`src/rtl/qst_pkg.sv`:
```
// ============================================================================
// qst_pkg
// Shared types and constants of the statement tokenizer.
// ============================================================================
package qst_pkg;

  localparam int unsigned MaxStatementBytes = 4096;
  localparam int unsigned OffW = 13;
  localparam int unsigned LongestKeyword = 7;

  localparam logic [4:0] K_END     = 5'd0;
  localparam logic [4:0] K_ERROR   = 5'd1;
  localparam logic [4:0] K_NUM     = 5'd2;
  localparam logic [4:0] K_STRING  = 5'd3;
  localparam logic [4:0] K_ID      = 5'd4;
  localparam logic [4:0] K_TABLE   = 5'd5;
  localparam logic [4:0] K_KEY     = 5'd6;
  localparam logic [4:0] K_PUNCT   = 5'd7;
  localparam logic [4:0] K_KEYWORD0 = 5'd8;

  localparam logic [31:0] ERR_UTF8   = 32'd0;
  localparam logic [31:0] ERR_STRING = 32'd1;

  localparam logic [7:0] CH_HASH  = 8'h23;
  localparam logic [7:0] CH_QUOTE = 8'h27;
  localparam logic [7:0] CH_NL    = 8'h0A;
  localparam logic [7:0] CH_MINUS = 8'h2D;
  localparam logic [7:0] CH_UNDER = 8'h5F;
  localparam logic [7:0] CH_T     = 8'h74;
  localparam logic [7:0] CH_K     = 8'h6B;

  localparam logic [1:0] CFG_IDS_ONLY = 2'd0;

  typedef struct packed {
    logic [7:0] data_byte;
    logic       byte_present;
    logic       final_byte;
  } in_beat_t;

  typedef struct packed {
    logic [4:0]  token_kind;
    logic [31:0] token_value;
    logic [11:0] text_offset;
    logic [12:0] text_length;
    logic [15:0] token_line;
    logic [15:0] token_column;
    logic        last_of_run;
  } tok_t;

  // Up to three tokens produced by one input item.
  typedef struct packed {
    logic [1:0] count;
    tok_t       t0;
    tok_t       t1;
    tok_t       t2;
  } tok_group_t;

  function automatic logic [55:0] kw_packed(input logic [3:0] i);
    logic [55:0] r;
    r = '0;
    unique case (i)
      4'd0:  r = 56'h50494E47;
      4'd1:  r = 56'h555044415445;
      4'd2:  r = 56'h534554;
      4'd3:  r = 56'h5748455245;
      4'd4:  r = 56'h53504C494345;
      4'd5:  r = 56'h44454C455445;
      4'd6:  r = 56'h46524F4D;
      4'd7:  r = 56'h494E53455254;
      4'd8:  r = 56'h5245504C414345;
      4'd9:  r = 56'h494E544F;
      4'd10: r = 56'h56414C554553;
      4'd11: r = 56'h53454C454354;
      4'd12: r = 56'h4F52;
      4'd13: r = 56'h414E44;
      4'd14: r = 56'h4C494D4954;
      default: r = 56'h43414C4C;
    endcase
    return r;
  endfunction

  function automatic logic [3:0] kw_len(input logic [3:0] i);
    logic [3:0] r;
    unique case (i)
      4'd0, 4'd6, 4'd9, 4'd15: r = 4'd4;
      4'd2, 4'd13: r = 4'd3;
      4'd3, 4'd14: r = 4'd5;
      4'd8: r = 4'd7;
      4'd12: r = 4'd2;
      default: r = 4'd6;
    endcase
    return r;
  endfunction

endpackage

```
`src/rtl/qst_if.sv`:
```
// ============================================================================
// qst_stream_if
// Valid/ready channel carrying one payload beat.
// ============================================================================
interface qst_stream_if #(parameter type payload_t = logic);
  logic     valid;
  logic     ready;
  payload_t payload;
  modport source (output valid, output payload, input ready);
  modport sink (input valid, input payload, output ready);
endinterface

```
`src/rtl/qst_front.sv`:
```
// ============================================================================
// qst_front
// Scanner: one byte per cycle unless stalled; makes a group of 0..3 tokens.
// ============================================================================
module qst_front (
  input  logic                 clk,
  input  logic                 rst_n,
  input  logic                 ids_only,
  input  logic                 in_valid,
  output logic                 in_ready,
  input  qst_pkg::in_beat_t    in_beat,
  output logic                 grp_valid,
  input  logic                 grp_ready,
  output qst_pkg::tok_group_t  grp
);
  import qst_pkg::*;

  typedef enum logic [2:0] {
    M_IDLE, M_COMMENT, M_STRING, M_MINUS, M_NUMBER, M_WORD, M_HALTED
  } mode_t;

  mode_t       mode_r, mode_nxt;
  logic [12:0] off_r, off_nxt;
  logic [15:0] line_r, line_nxt, col_r, col_nxt;
  logic [12:0] soff_r, soff_nxt;
  logic [15:0] sline_r, sline_nxt, scol_r, scol_nxt;
  logic [31:0] acc_r, acc_nxt;
  logic        neg_r, neg_nxt;
  logic [55:0] pre_r, pre_nxt;
  logic [1:0]  idc_r, idc_nxt;
  logic [1:0]  u8_r, u8_nxt;
  logic        gv_r;
  tok_group_t  grp_r, grp_nxt;

  logic fire;
  assign in_ready = !gv_r || grp_ready;
  assign fire = in_valid && in_ready;
  assign grp_valid = gv_r;
  assign grp = grp_r;

  function automatic logic is_space(input logic [7:0] b);
    return b == 8'h20 || (b >= 8'd9 && b <= 8'd13);
  endfunction
  function automatic logic is_pun(input logic [7:0] b);
    return ((b >= 8'h21 && b <= 8'h2F) || (b >= 8'h3A && b <= 8'h40) ||
            (b >= 8'h5B && b <= 8'h60) || (b >= 8'h7B && b <= 8'h7E)) && b != CH_UNDER;
  endfunction
  function automatic logic is_dig(input logic [7:0] b);
    return b >= 8'h30 && b <= 8'h39;
  endfunction
  function automatic logic [7:0] fold(input logic [7:0] b);
    return (b >= 8'h61 && b <= 8'h7A) ? b - 8'd32 : b;
  endfunction
  function automatic logic [15:0] sat16(input logic [15:0] v);
    return (v != 16'hFFFF) ? v + 16'd1 : v;
  endfunction
  function automatic logic [31:0] mul10add(input logic [31:0] a, input logic [7:0] b);
    return (a << 3) + (a << 1) + {28'd0, b[3:0]};
  endfunction

  tok_t        tk [3];
  logic [1:0]  n;

  always_comb begin
    logic [7:0]  b;
    logic        pres, fin, cont, halt, idle_go, fin_go;
    logic [12:0] off, len, wlen;
    logic [15:0] ln, cl;
    logic        kw_hit;
    logic [3:0]  kw_i;
    tok_t        t;
    b = in_beat.data_byte;
    pres = in_beat.byte_present;
    fin = in_beat.final_byte;
    mode_nxt = mode_r; off_nxt = off_r; line_nxt = line_r; col_nxt = col_r;
    soff_nxt = soff_r; sline_nxt = sline_r; scol_nxt = scol_r;
    acc_nxt = acc_r; neg_nxt = neg_r; pre_nxt = pre_r; idc_nxt = idc_r; u8_nxt = u8_r;
    tk[0] = '0; tk[1] = '0; tk[2] = '0;
    n = 2'd0;
    cont = 1'b0; halt = 1'b0; idle_go = 1'b0; fin_go = 1'b0;
    off = off_r; ln = line_r; cl = col_r; len = '0; wlen = '0;
    kw_hit = 1'b0; kw_i = '0; t = '0;
    if (mode_r != M_HALTED) begin
      if (pres) begin
        if (u8_r != 2'd0) begin
          if (b[7:6] != 2'b10) begin
            halt = 1'b1;
          end else begin
            u8_nxt = u8_r - 2'd1;
            cont = 1'b1;
          end
        end else if (b[7]) begin
          if (b < 8'hC0 || b >= 8'hF8) begin
            halt = 1'b1;
          end else begin
            u8_nxt = (b < 8'hE0) ? 2'd1 : (b < 8'hF0) ? 2'd2 : 2'd3;
          end
        end
        if (halt) begin
          t = '0; t.token_kind = K_ERROR; t.token_value = ERR_UTF8;
          t.token_line = line_r; t.token_column = col_r;
          tk[0] = t; n = 2'd1; mode_nxt = M_HALTED;
        end else begin
          if (!cont) col_nxt = (off_r == '0) ? 16'd1 : sat16(col_r);
          cl = col_nxt;
          unique case (mode_r)
            M_COMMENT: if (!cont && b == CH_NL) mode_nxt = M_IDLE;
            M_STRING: begin
              if (!cont && b == CH_QUOTE) begin
                t = '0; t.token_kind = K_STRING; t.text_offset = soff_r[11:0];
                len = off - soff_r;
                t.text_length = len;
                t.token_line = sline_r; t.token_column = scol_r;
                tk[0] = t; n = 2'd1; mode_nxt = M_IDLE;
              end else if (!cont && b == CH_NL) begin
                t = '0; t.token_kind = K_ERROR; t.token_value = ERR_STRING;
                t.token_line = line_r; t.token_column = cl;
                tk[0] = t; n = 2'd1; mode_nxt = M_HALTED; halt = 1'b1;
              end
            end
            M_MINUS: begin
              if (!cont && is_dig(b)) begin
                mode_nxt = M_NUMBER; acc_nxt = {28'd0, b[3:0]}; neg_nxt = 1'b1;
              end else begin
                fin_go = 1'b1; idle_go = 1'b1;
              end
            end
            M_NUMBER: begin
              if (!cont && is_dig(b)) acc_nxt = mul10add(acc_r, b);
              else begin
                fin_go = 1'b1; idle_go = 1'b1;
              end
            end
            M_WORD: begin
              if (cont || !(is_space(b) || is_pun(b))) begin
                if (off - soff_r < 13'(LongestKeyword))
                  pre_nxt = {pre_r[47:0], fold(b)};
                if (idc_r != 2'd0) begin
                  if (!cont && is_dig(b)) acc_nxt = mul10add(acc_r, b);
                  else idc_nxt = 2'd0;
                end
              end else begin
                fin_go = 1'b1; idle_go = 1'b1;
              end
            end
            default: idle_go = 1'b1;
          endcase
        end
      end
      if (!halt && fin_go) begin
        t = '0; t.token_line = sline_r; t.token_column = scol_r;
        wlen = off - soff_r;
        if (mode_r == M_MINUS) begin
          t.token_kind = K_PUNCT; t.token_value = {24'd0, CH_MINUS};
        end else if (mode_r == M_NUMBER) begin
          t.token_kind = K_NUM; t.token_value = neg_r ? 32'd0 - acc_r : acc_r;
        end else begin
          for (int i = 15; i >= 0; i--) begin
            if (wlen == 13'(kw_len(4'(i))) && pre_r == kw_packed(4'(i))) begin
              kw_hit = 1'b1; kw_i = 4'(i);
            end
          end
          if (!ids_only && kw_hit) t.token_kind = K_KEYWORD0 + {1'b0, kw_i};
          else if (!ids_only && idc_r != 2'd0 && wlen >= 13'd2) begin
            t.token_kind = (idc_r == 2'd1) ? K_TABLE : K_KEY; t.token_value = acc_r;
          end else begin
            t.token_kind = K_ID; t.text_offset = soff_r[11:0]; t.text_length = wlen;
          end
        end
        tk[n] = t; n = n + 2'd1; mode_nxt = M_IDLE;
      end
      if (!halt && idle_go) begin
        mode_nxt = M_IDLE;
        if (cont || !is_space(b)) begin
          if (!cont && b == CH_HASH) mode_nxt = M_COMMENT;
          else if (!cont && b == CH_QUOTE) begin
            mode_nxt = M_STRING; soff_nxt = off + 13'd1; sline_nxt = ln; scol_nxt = cl;
          end else if (!cont && is_pun(b)) begin
            if (b == CH_MINUS) begin
              mode_nxt = M_MINUS; soff_nxt = off; sline_nxt = ln; scol_nxt = cl;
            end else begin
              t = '0; t.token_kind = K_PUNCT; t.token_value = {24'd0, b};
              t.token_line = ln; t.token_column = cl; tk[n] = t; n = n + 2'd1;
            end
          end else if (!cont && is_dig(b)) begin
            mode_nxt = M_NUMBER; soff_nxt = off; sline_nxt = ln; scol_nxt = cl;
            acc_nxt = {28'd0, b[3:0]}; neg_nxt = 1'b0;
          end else begin
            mode_nxt = M_WORD; soff_nxt = off; sline_nxt = ln; scol_nxt = cl;
            pre_nxt = {48'd0, fold(b)};
            idc_nxt = (!cont && b == CH_T) ? 2'd1 : (!cont && b == CH_K) ? 2'd2 : 2'd0;
            acc_nxt = '0;
          end
        end
      end
      if (!halt && pres) begin
        if (!cont && b == CH_NL) begin
          if (!fin) line_nxt = sat16(line_r);
          col_nxt = '0;
        end
        off_nxt = (off < 13'(MaxStatementBytes)) ? off + 13'd1 : off;
      end
      if (!halt && fin) begin
        if (u8_nxt != 2'd0 || mode_nxt == M_STRING) begin
          t = '0; t.token_kind = K_ERROR;
          t.token_value = (u8_nxt != 2'd0) ? ERR_UTF8 : ERR_STRING;
          t.token_line = line_nxt; t.token_column = col_nxt;
          tk[n] = t; n = n + 2'd1; mode_nxt = M_HALTED;
        end else begin
          if (mode_nxt == M_MINUS || mode_nxt == M_NUMBER || mode_nxt == M_WORD) begin
            t = '0; t.token_line = sline_nxt; t.token_column = scol_nxt;
            wlen = off_nxt - soff_nxt;
            if (mode_nxt == M_MINUS) begin
              t.token_kind = K_PUNCT; t.token_value = {24'd0, CH_MINUS};
            end else if (mode_nxt == M_NUMBER) begin
              t.token_kind = K_NUM; t.token_value = neg_nxt ? 32'd0 - acc_nxt : acc_nxt;
            end else begin
              kw_hit = 1'b0; kw_i = '0;
              for (int i = 15; i >= 0; i--) begin
                if (wlen == 13'(kw_len(4'(i))) && pre_nxt == kw_packed(4'(i))) begin
                  kw_hit = 1'b1; kw_i = 4'(i);
                end
              end
              if (!ids_only && kw_hit) t.token_kind = K_KEYWORD0 + {1'b0, kw_i};
              else if (!ids_only && idc_nxt != 2'd0 && wlen >= 13'd2) begin
                t.token_kind = (idc_nxt == 2'd1) ? K_TABLE : K_KEY;
                t.token_value = acc_nxt;
              end else begin
                t.token_kind = K_ID; t.text_offset = soff_nxt[11:0]; t.text_length = wlen;
              end
            end
            tk[n] = t; n = n + 2'd1;
          end
          t = '0; t.token_kind = K_END; t.token_line = line_nxt; t.token_column = col_nxt;
          tk[n] = t; n = n + 2'd1;
          mode_nxt = M_IDLE; off_nxt = '0; line_nxt = 16'd1; col_nxt = 16'd1;
          soff_nxt = '0; sline_nxt = 16'd1; scol_nxt = 16'd1; acc_nxt = '0;
          neg_nxt = 1'b0; pre_nxt = '0; idc_nxt = 2'd0; u8_nxt = 2'd0;
        end
      end
    end
    if (n != 2'd0) tk[n - 2'd1].last_of_run = 1'b1;
    grp_nxt.count = n;
    grp_nxt.t0 = tk[0];
    grp_nxt.t1 = tk[1];
    grp_nxt.t2 = tk[2];
  end

  always_ff @(posedge clk) begin
    if (!rst_n) begin
      mode_r <= M_IDLE; off_r <= '0; line_r <= 16'd1; col_r <= 16'd1;
      soff_r <= '0; sline_r <= 16'd1; scol_r <= 16'd1; acc_r <= '0; neg_r <= 1'b0;
      pre_r <= '0; idc_r <= '0; u8_r <= '0; gv_r <= 1'b0;
    end else begin
      if (grp_ready) gv_r <= 1'b0;
      if (fire) begin
        mode_r <= mode_nxt; off_r <= off_nxt; line_r <= line_nxt; col_r <= col_nxt;
        soff_r <= soff_nxt; sline_r <= sline_nxt; scol_r <= scol_nxt;
        acc_r <= acc_nxt; neg_r <= neg_nxt; pre_r <= pre_nxt; idc_r <= idc_nxt;
        u8_r <= u8_nxt;
        gv_r <= (n != 2'd0);
      end
    end
  end

  always_ff @(posedge clk) begin
    if (fire) grp_r <= grp_nxt;
  end
endmodule

```
`src/rtl/qst_back.sv`:
```
// ============================================================================
// qst_back
// Token queue and serializer: buffers token groups and emits one token per beat.
// ============================================================================
module qst_back (
  input  logic                clk,
  input  logic                rst_n,
  input  logic                grp_valid,
  output logic                grp_ready,
  input  qst_pkg::tok_group_t grp,
  output logic                out_valid,
  input  logic                out_ready,
  output qst_pkg::tok_t       out_tok
);
  import qst_pkg::*;

  // Four-entry token queue; a group of up to three enters when room allows.
  tok_t       q_r [4];
  logic [1:0] rd_r, wr_r;
  logic [2:0] cnt_r;
  logic       pop, push;
  logic [2:0] room;

  assign room = 3'd4 - cnt_r;
  assign grp_ready = room >= {1'b0, grp.count};
  assign push = grp_valid && grp_ready;
  assign out_valid = cnt_r != 3'd0;
  assign out_tok = q_r[rd_r];
  assign pop = out_valid && out_ready;

  always_ff @(posedge clk) begin
    if (!rst_n) begin
      rd_r <= '0; wr_r <= '0; cnt_r <= '0;
    end else begin
      if (pop) rd_r <= rd_r + 2'd1;
      if (push) wr_r <= wr_r + grp.count;
      cnt_r <= cnt_r + (push ? {1'b0, grp.count} : 3'd0) - (pop ? 3'd1 : 3'd0);
    end
  end

  always_ff @(posedge clk) begin
    if (push) begin
      if (grp.count >= 2'd1) q_r[wr_r] <= grp.t0;
      if (grp.count >= 2'd2) q_r[wr_r + 2'd1] <= grp.t1;
      if (grp.count == 2'd3) q_r[wr_r + 2'd2] <= grp.t2;
    end
  end
endmodule

```
`src/rtl/query_statement_tokenizer.sv`:
```
// ============================================================================
// query_statement_tokenizer
// Byte-stream statement tokenizer with a scanner front and a token queue back.
// ============================================================================
// Channel | Direction | Beat
// in      | sink      | data_byte, byte_present, final_byte
// out     | source    | one token per beat
// cfg     | APB       | ids_only at byte address 0
//
// One input byte is accepted per cycle while the scanner's group register is free or being taken.
// The first token of a byte passes through the scanner's group register and then the token queue before out.
// An item producing several tokens delivers them over that many output beats.
// The input stalls while a held group does not fit in the four-token queue.
// Reset is synchronous, active low, and restores the start of a statement.
module query_statement_tokenizer (
  input  logic        clk,
  input  logic        rst_n,
  qst_stream_if.sink   in_ch,
  qst_stream_if.source out_ch,
  input  logic        cfg_psel,
  input  logic        cfg_penable,
  input  logic        cfg_pwrite,
  input  logic [1:0]  cfg_paddr,
  input  logic [31:0] cfg_pwdata,
  output logic [31:0] cfg_prdata,
  output logic        cfg_pready
);
  import qst_pkg::*;

  logic       ids_only_r;
  logic       gv, gr;
  tok_group_t grp;

  assign cfg_pready = 1'b1;
  assign cfg_prdata = (cfg_paddr == {CFG_IDS_ONLY[1:0]}) ? {31'd0, ids_only_r} : 32'd0;

  always_ff @(posedge clk) begin
    if (!rst_n) begin
      ids_only_r <= 1'b0;
    end else if (cfg_psel && cfg_penable && cfg_pwrite && cfg_paddr == CFG_IDS_ONLY) begin
      ids_only_r <= cfg_pwdata[0];
    end
  end

  qst_front u_front (
    .clk, .rst_n, .ids_only(ids_only_r),
    .in_valid(in_ch.valid), .in_ready(in_ch.ready), .in_beat(in_ch.payload),
    .grp_valid(gv), .grp_ready(gr), .grp(grp)
  );

  qst_back u_back (
    .clk, .rst_n, .grp_valid(gv), .grp_ready(gr), .grp(grp),
    .out_valid(out_ch.valid), .out_ready(out_ch.ready), .out_tok(out_ch.payload)
  );

  a_grp_nonempty: assert property (@(posedge clk) disable iff (!rst_n)
    gv |-> grp.count != 2'd0) else $error("empty token group queued");
  a_hold: assert property (@(posedge clk) disable iff (!rst_n)
    gv && !gr |=> gv && $stable(grp)) else $error("token group lost");
  a_last: assert property (@(posedge clk) disable iff (!rst_n)
    gv |-> (grp.count == 2'd1 && grp.t0.last_of_run) ||
           (grp.count == 2'd2 && grp.t1.last_of_run) ||
           (grp.count == 2'd3 && grp.t2.last_of_run)) else $error("last mark misplaced");
endmodule
```
`src/flat_wrapper.sv`:
```
// flat-port wrapper written by rule: the top's interface ports become plain ports
module query_statement_tokenizer_flat import qst_pkg::*;
  (clk, rst_n, cfg_psel, cfg_penable, cfg_pwrite, cfg_paddr, cfg_pwdata, cfg_prdata, cfg_pready, in_ch_valid, in_ch_payload, in_ch_ready, out_ch_valid, out_ch_payload, out_ch_ready);
  qst_stream_if in_ch_i ();
  qst_stream_if out_ch_i ();
  input  logic clk;
  input  logic rst_n;
  input  logic cfg_psel;
  input  logic cfg_penable;
  input  logic cfg_pwrite;
  input  logic [1:0] cfg_paddr;
  input  logic [31:0] cfg_pwdata;
  output logic [31:0] cfg_prdata;
  output logic cfg_pready;
  input wire logic [$bits(in_ch_i.valid)-1:0] in_ch_valid;
  input wire logic [$bits(in_ch_i.payload)-1:0] in_ch_payload;
  output wire logic [$bits(in_ch_i.ready)-1:0] in_ch_ready;
  output wire logic [$bits(out_ch_i.valid)-1:0] out_ch_valid;
  output wire logic [$bits(out_ch_i.payload)-1:0] out_ch_payload;
  input wire logic [$bits(out_ch_i.ready)-1:0] out_ch_ready;
  assign in_ch_i.valid = in_ch_valid;
  assign in_ch_i.payload = in_ch_payload;
  assign in_ch_ready = in_ch_i.ready;
  assign out_ch_valid = out_ch_i.valid;
  assign out_ch_payload = out_ch_i.payload;
  assign out_ch_i.ready = out_ch_ready;
  query_statement_tokenizer u_core (.clk(clk), .rst_n(rst_n), .in_ch(in_ch_i), .out_ch(out_ch_i), .cfg_psel(cfg_psel), .cfg_penable(cfg_penable), .cfg_pwrite(cfg_pwrite), .cfg_paddr(cfg_paddr), .cfg_pwdata(cfg_pwdata), .cfg_prdata(cfg_prdata), .cfg_pready(cfg_pready));
endmodule
```
`config.mk`:
```
export PLATFORM = sky130hd
export DESIGN_NAME = query_statement_tokenizer_flat
export DESIGN_NICKNAME = d
export VERILOG_FILES = /design/src/rtl/qst_pkg.sv /design/src/rtl/qst_if.sv /design/src/rtl/qst_front.sv /design/src/rtl/qst_back.sv /design/src/rtl/query_statement_tokenizer.sv /design/src/flat_wrapper.sv
export SDC_FILE = /design/constraint.sdc
export NUM_CORES = 1
export LEC_CHECK = 0
export BUFFER_PORTS_ARGS = -buffer_cell sky130_fd_sc_hd__buf_4
export CAP_MARGIN = 5
export CORE_MARGIN = 2
export CORE_UTILIZATION = 30
export CTS_CLUSTER_SIZE = 8
export DETAILED_ROUTE_END_ITERATION = 10
export PLACE_DENSITY = 0.52
export SLEW_MARGIN = 5
export SYNTH_ARGS = -nofsm -noshare
export SYNTH_HDL_FRONTEND = slang
export SYNTH_HIERARCHICAL = 1
export SYNTH_SLANG_ARGS = --single-unit
```
`constraint.sdc`:
```
create_clock -name clk -period 26.6 [get_ports clk]
set_input_delay 7.98 -clock clk [delete_from_list [all_inputs] [get_ports clk]]
set_output_delay 7.98 -clock clk [all_outputs]
set_load 0.05 [all_outputs]
```
==> metrics, run 1 <==
max_slew headroom=0.542; worst-margin pin slew=a little under 0.7 ns; Tmin final=16.52 ns; die area=0.0118 sq mm; GRT met2 Usage=0.169; Area growth syn-to-layout=-9.43%; Starting DRT DRC Count=86; hpwl dp=roughly 4.4 mm; Site Rows=38; NetSw=0.0000880 W; Logic pwr share=0.563; Die Height=~110 um; total power divided by cell area=63.4 mW/mm^2; clock sink total=25; FMAX=between 0.06 and 0.07 GHz; FF-to-FF End=u_core/u_back/cnt_r[2]; Synth warnings=6; vias in the first global route=2138; Residual DRC=0; GRT Total Usage=0.0955; Startpoint Class=input pin; CP max stage delay=between 0.15 and 0.2 ns; htree depth=1; FILL cells=1170; Skew-Pair Late Insertion Delay=approximately 0.26 ns; # diodes=0; period utilization=0.621; Clock Pin Slew Worst Setup and Hold Paths=around 0.070 ns; worst-path maximum fanout=2; Max Root-Sink Buffers=2; final cell count without fillers=532; CTS tree=built; reg2reg start=u_core/u_front/grp[286]; DRT Pass-1 Iters=6; Post-DP Area=0.00294 sq mm; Reg2Reg Setup Slack=approximately 24 ns; Worst Path Required=around 19 ns; Hold EP=u_core/ids_only_r; busiest layer in global routing=met2; Final Hold Vio Count=0; Crit Path Category=input pin to output port; clk_skew=0.00462 ns; worst hold path cell count=2; WP buf/inv=2; Congestion Overflow GR=0; largest net degree at the start of global routing=18; WL/cell=between 10 and 15 um; cts bufs inserted=3; Setup TNS=0 ns; antenna violations before repair=0; PortBufs=14; DP Cell Count=around 530; Starting Density=0.305; CP max stage cell=buf_4; Post-CTS Setup Bufs=0; fin worst setup slack=10.08 ns; dpl ws=10.08 ns; Post-Syn Area=between 0.003 and 0.004 sq mm; cell family with most CP delay=buffers and inverters; Hold Worst Slack=0.467 ns; Hold Buf Count CTS=0; RSZ-0062 raised after global routing=no; Worst path most repeated cell=buf_4; Seq pwr share=0.324; Max VDD drop=0.0348 mV; Core ar.=0.0108 sq mm; Die W=between 100 and 150 um; r2r worst-path depth=10; Pleak=around 1.2 nW; crit path DAT=8.54 ns; synthesized instance count=about 500; grt met3 use=0.0143; Final setup viols=0; Maximum Capacitance Violations=0; Post-DRT Antenna Nets=0; # nets final=roughly 450; Via Count=around 2400; layout cells sized above 1=0.0893; final wirelength=between 5 and 6 mm; post-cts sizing count=0; grt met1 use=0.126; number of top-level pins=between 70 and 80; hold_sp=u_core/ids_only_r; class of the worst hold path=register to register; Routability Congestion=approximately 0.85; switching share of total power=0.465; P_int=a little over 0.0001 W; first-pass GRT wire length=9.41 mm; post-synthesis area per instance=approximately 6.7 sq um; Vias per Instance=around 4.5; Final Max Slew Viols=0; CTS root buf=clkbuf_8; fin area=around 0.0030 sq mm; CP Cell Sequence=buf_4, nor2_1, and2_2, buf_4; CP endpoint kind=output port; clock share of power=0.113; status=complete, no violations
-- power by group through the flow --
stage | Sequential, W | Combinational (W) | Clock [W]
after floorplan | 0.0000559 | 0.000126 | 0
after global placement | 0.0000620 | 0.000102 | 0
after detailed placement | 0.0000621 | 0.000103 | 0
final | 0.0000613 | 0.000106 | 0.0000213
after global routing | 0.0000631 | 0.000120 | 0.0000238
after CTS | 0.0000612 | 0.000104 | 0.0000224
-- final cells by class --
type,count,area (sq um),share of cell area
multi-input combinational,328,1990,0.666
inverter,21,78.8,0.0264
clock buffer,4,45.0,0.0151
sequential,25,591,0.198
tap,140,175,0.0588
timing repair buffer,14,105,0.0353
-- cells in the final DEF (no fill, tap or decap), types with 6 or more instances in the layout --
master,n
nor2_1,32
nand3_1,7
conb_1,61
nor4_1,8
o21ai_0,13
nor3_1,6
or3_1,6
nor2b_1,18
a21oi_1,7
dfxtp_1,16
o31ai_1,6
edfxtp_1,9
buf_4,14
and2_1,14
xnor2_1,6
inv_1,20
ha_1,16
nand2b_1,8
a31oi_1,6
nand4_1,7
nand2_1,41
-- how the worst max path moves through the flow --
stage | startpoint | to | depth (start not counted)
3_3_place_gp | cfg_paddr[1] | cfg_prdata[0] | 4
6_report | cfg_paddr[1] | cfg_prdata[0] | 4
4_1_cts | cfg_paddr[1] | cfg_prdata[0] | 4
2_1_floorplan | cfg_paddr[1] | cfg_prdata[0] | 2
5_1_grt | cfg_paddr[1] | cfg_prdata[0] | 4
3_5_place_dp | cfg_paddr[1] | cfg_prdata[0] | 4
-- per-layer routing --
layer / up-vias / wire length (um)
li1: 1242 / -
met1: 1084 / 2730
met2: 59 / 2550
met3: 4 / 237
met4: 0 / 41
met5: - / 0
-- stage by stage --
step / utilization / total power [W]
final: 0.276 / 0.000189
after global routing: 0.276 / 0.000207
after CTS: 0.276 / 0.000187
after detailed placement: 0.272 / 0.000165
after global placement: 0.272 / 0.000164
after floorplan: - / 0.000182
-- state kept, by name, indices dropped and copies added, names as in the netlist, named ones only --
register                  flops
u_core/u_front/grp            5
u_core/u_back/q_r             4
u_core/u_back/cnt_r           3
u_core/u_front/mode_r         3
u_core/u_back/rd_r            2
u_core/u_back/wr_r            2
u_core/u_front/u8_r           2
u_core/ids_only_r             1
u_core/u_front/grp_valid      1
-- worst min-delay path, stage by stage (launching register included) --
cell,delay [ns]
dfxtp_1,0.31
nand2_1,0.05
mux2i_1,0.06
No activity file was read; power rests on OpenSTA's default activity.
==> run 2, diff against run 1 <==
--- a/config.mk
+++ b/config.mk
@@ -11,7 +11,7 @@
 export CORE_UTILIZATION = 30
 export CTS_CLUSTER_SIZE = 8
 export DETAILED_ROUTE_END_ITERATION = 10
-export PLACE_DENSITY = 0.52
+export PLACE_DENSITY = 0.53
 export SLEW_MARGIN = 5
 export SYNTH_ARGS = -nofsm -noshare
 export SYNTH_HDL_FRONTEND = slang
==> constraint.sdc (replaced) <==
create_clock -name clk -period 14.3 [get_ports clk]
set_input_delay 4.29 -clock clk [delete_from_list [all_inputs] [get_ports clk]]
set_output_delay 4.29 -clock clk [all_outputs]
set_load 0.05 [all_outputs]
==> metrics, run 2 (synthesis results as in run 1) <==
status=complete, no violations; period utilization=0.639; first-pass GRT wire length=9.95 mm (+5.7%); Core ar.=0.0108 sq mm (unchanged); Hold Buf Count CTS=0 (unchanged); die area=0.0118 sq mm (unchanged); GRT met2 Usage=0.175 (+0.00580); Setup TNS=0 ns (unchanged); vias in the first global route=2240 (+4.8%); clk_skew=0.00330 ns (-0.00132 ns); # diodes=0 (unchanged); CTS root buf=clkbuf_8; Final Hold Vio Count=0 (unchanged); CP max stage delay=0.18 ns (about the same); layout cells sized above 1=0.0918 (+0.00255); grt met3 use=0.00837 (-0.00598); post-cts sizing count=0 (unchanged); Worst Path Required=10.01 ns (-8.61 ns); WL/cell=10.6 um (+1.0%); Site Rows=38 (unchanged); Post-CTS Setup Bufs=0 (unchanged); Routability Congestion=0.854 (+0.62%); number of top-level pins=78 (unchanged); final wirelength=5.62 mm (+1.0%); CP max stage cell=buf_4; grt met1 use=0.132 (+0.00626); busiest layer in global routing=met2; Area growth syn-to-layout=-9.39% (about the same); hpwl dp=4.38 mm (-0.49%); # nets final=452 (unchanged); total power after layout=0.000354 W (+87%); Pleak=1.18 nW (+0.23%); cts bufs inserted=3 (unchanged); PortBufs=14 (unchanged); Crit Path Category=input pin to output port; worst-margin pin slew=0.707 ns (+0.0202 ns); Residual DRC=0 (unchanged); clock sink total=25 (unchanged); DRT Pass-1 Iters=4 (-2); Startpoint Class=input pin; Maximum Capacitance Violations=0 (unchanged); Max VDD drop=0.0760 mV (+120%); Vias per Instance=4.48 (-0.21%); CP endpoint kind=output port; FILL cells=1179 (+0.77%); GRT Total Usage=0.0991 (+0.00353); Die Height=109 um (unchanged); highest-count cells in the layout ignoring fill and taps=conb_1, nand2_1, nor2_1; Reg2Reg Setup Slack=11.37 ns (-12.25 ns); Max Root-Sink Buffers=2 (unchanged); Via Count=2384 (-0.21%); Final Max Slew Viols=0 (unchanged); total power divided by cell area=119 mW/mm^2 (+87%); Starting Density=0.305 (unchanged); antenna violations before repair=0 (unchanged); Die W=109 um (unchanged); Starting DRT DRC Count=103 (+20%); CTS tree=built; largest net degree at the start of global routing=18 (unchanged); Clock Pin Slew Worst Setup and Hold Paths=0.09 ns (+0.02 ns); max FFs per register=5 (unchanged); RSZ-0062 raised after global routing=no; CP Cell Sequence=buf_4, nor2_1, and2_2, buf_4; Final setup viols=0 (unchanged); FMAX=0.109 GHz; Congestion Overflow GR=0 (unchanged); htree depth=1 (unchanged); Post-DRT Antenna Nets=0 (unchanged); class of the worst hold path=register to register; Skew-Pair Late Insertion Delay=0.27 ns (about the same); Tmin final=between 9 and 10 ns; most common library cell in the layout ignoring fill and taps=conb_1; crit path DAT=4.85 ns (-3.69 ns); worst-path maximum fanout=2 (unchanged); max_slew headroom=0.529 (-0.0135); Worst path most repeated cell=buf_4
## run 2: changes by cell type in the layout (fill, tap and decap cells not counted)
cell,delta
clkinv_2,+1
clkbuf_1,-1
## run 2: worst max-delay path: cells and delay by family
| kind | cells | cell delay (ns) |
|---|---|---|
| buffers and inverters | 2 | 0.29 |
| and+or+nand+nor | 2 | 0.27 |
## run 2: through the flow
stage | cell area, sq um | hold WS [ns] | setup slack [ns] | util | instances
final | 2980 | 0.459 | 5.16 | 0.276 | 532
after global routing | 2980 | 0.525 | 5.12 | 0.276 | 532
after CTS | 2980 | 0.467 | 5.15 | 0.276 | 532
after detailed placement | 2940 | 0.455 | 5.15 | 0.272 | 528
after global placement | 2940 | 0.443 | 5.17 | 0.272 | 528
after floorplan | 3510 | 0.433 | 5.31 | - | 552
## run 2: final timing paths
path                      startpoint  depth (start not counted)                      to
min                u_core/ids_only_r                          2       u_core/ids_only_r
max                     cfg_paddr[1]                          4           cfg_prdata[0]
min reg2reg        u_core/ids_only_r                          2       u_core/ids_only_r
max reg2reg  u_core/u_front/grp[286]                         10  u_core/u_back/cnt_r[2]
## run 2: where the power goes
group | internal (W) | switching, W | total (W)
combinational | 0.0000746 | 0.000124 | 0.000198
sequential | 0.0000938 | 0.0000205 | 0.000114
clock | 0.0000195 | 0.0000223 | 0.0000418
## run 2: metal layers
layer  wire length [um]  share of wire  vias up
li1                   -              -     1243
met4                 24         0.0043        0
met2               2640           0.47       54
met1               2680           0.48     1083
met3                275          0.049        4
met5                  0              0        -
## run 2: cell type report
| type | instances | area [sq um] | share of cell area |
|---|---|---|---|
| Multi-Input combinational cell | 328 | 1990 | 0.666 |
| Sequential cell | 25 | 591 | 0.198 |
| Tap cell | 140 | 175 | 0.0587 |
| Timing Repair Buffer | 14 | 105 | 0.0352 |
| Inverter | 21 | 78.8 | 0.0264 |
| Clock buffer | 3 | 41.3 | 0.0138 |
| Clock inverter | 1 | 5.00 | 0.00168 |
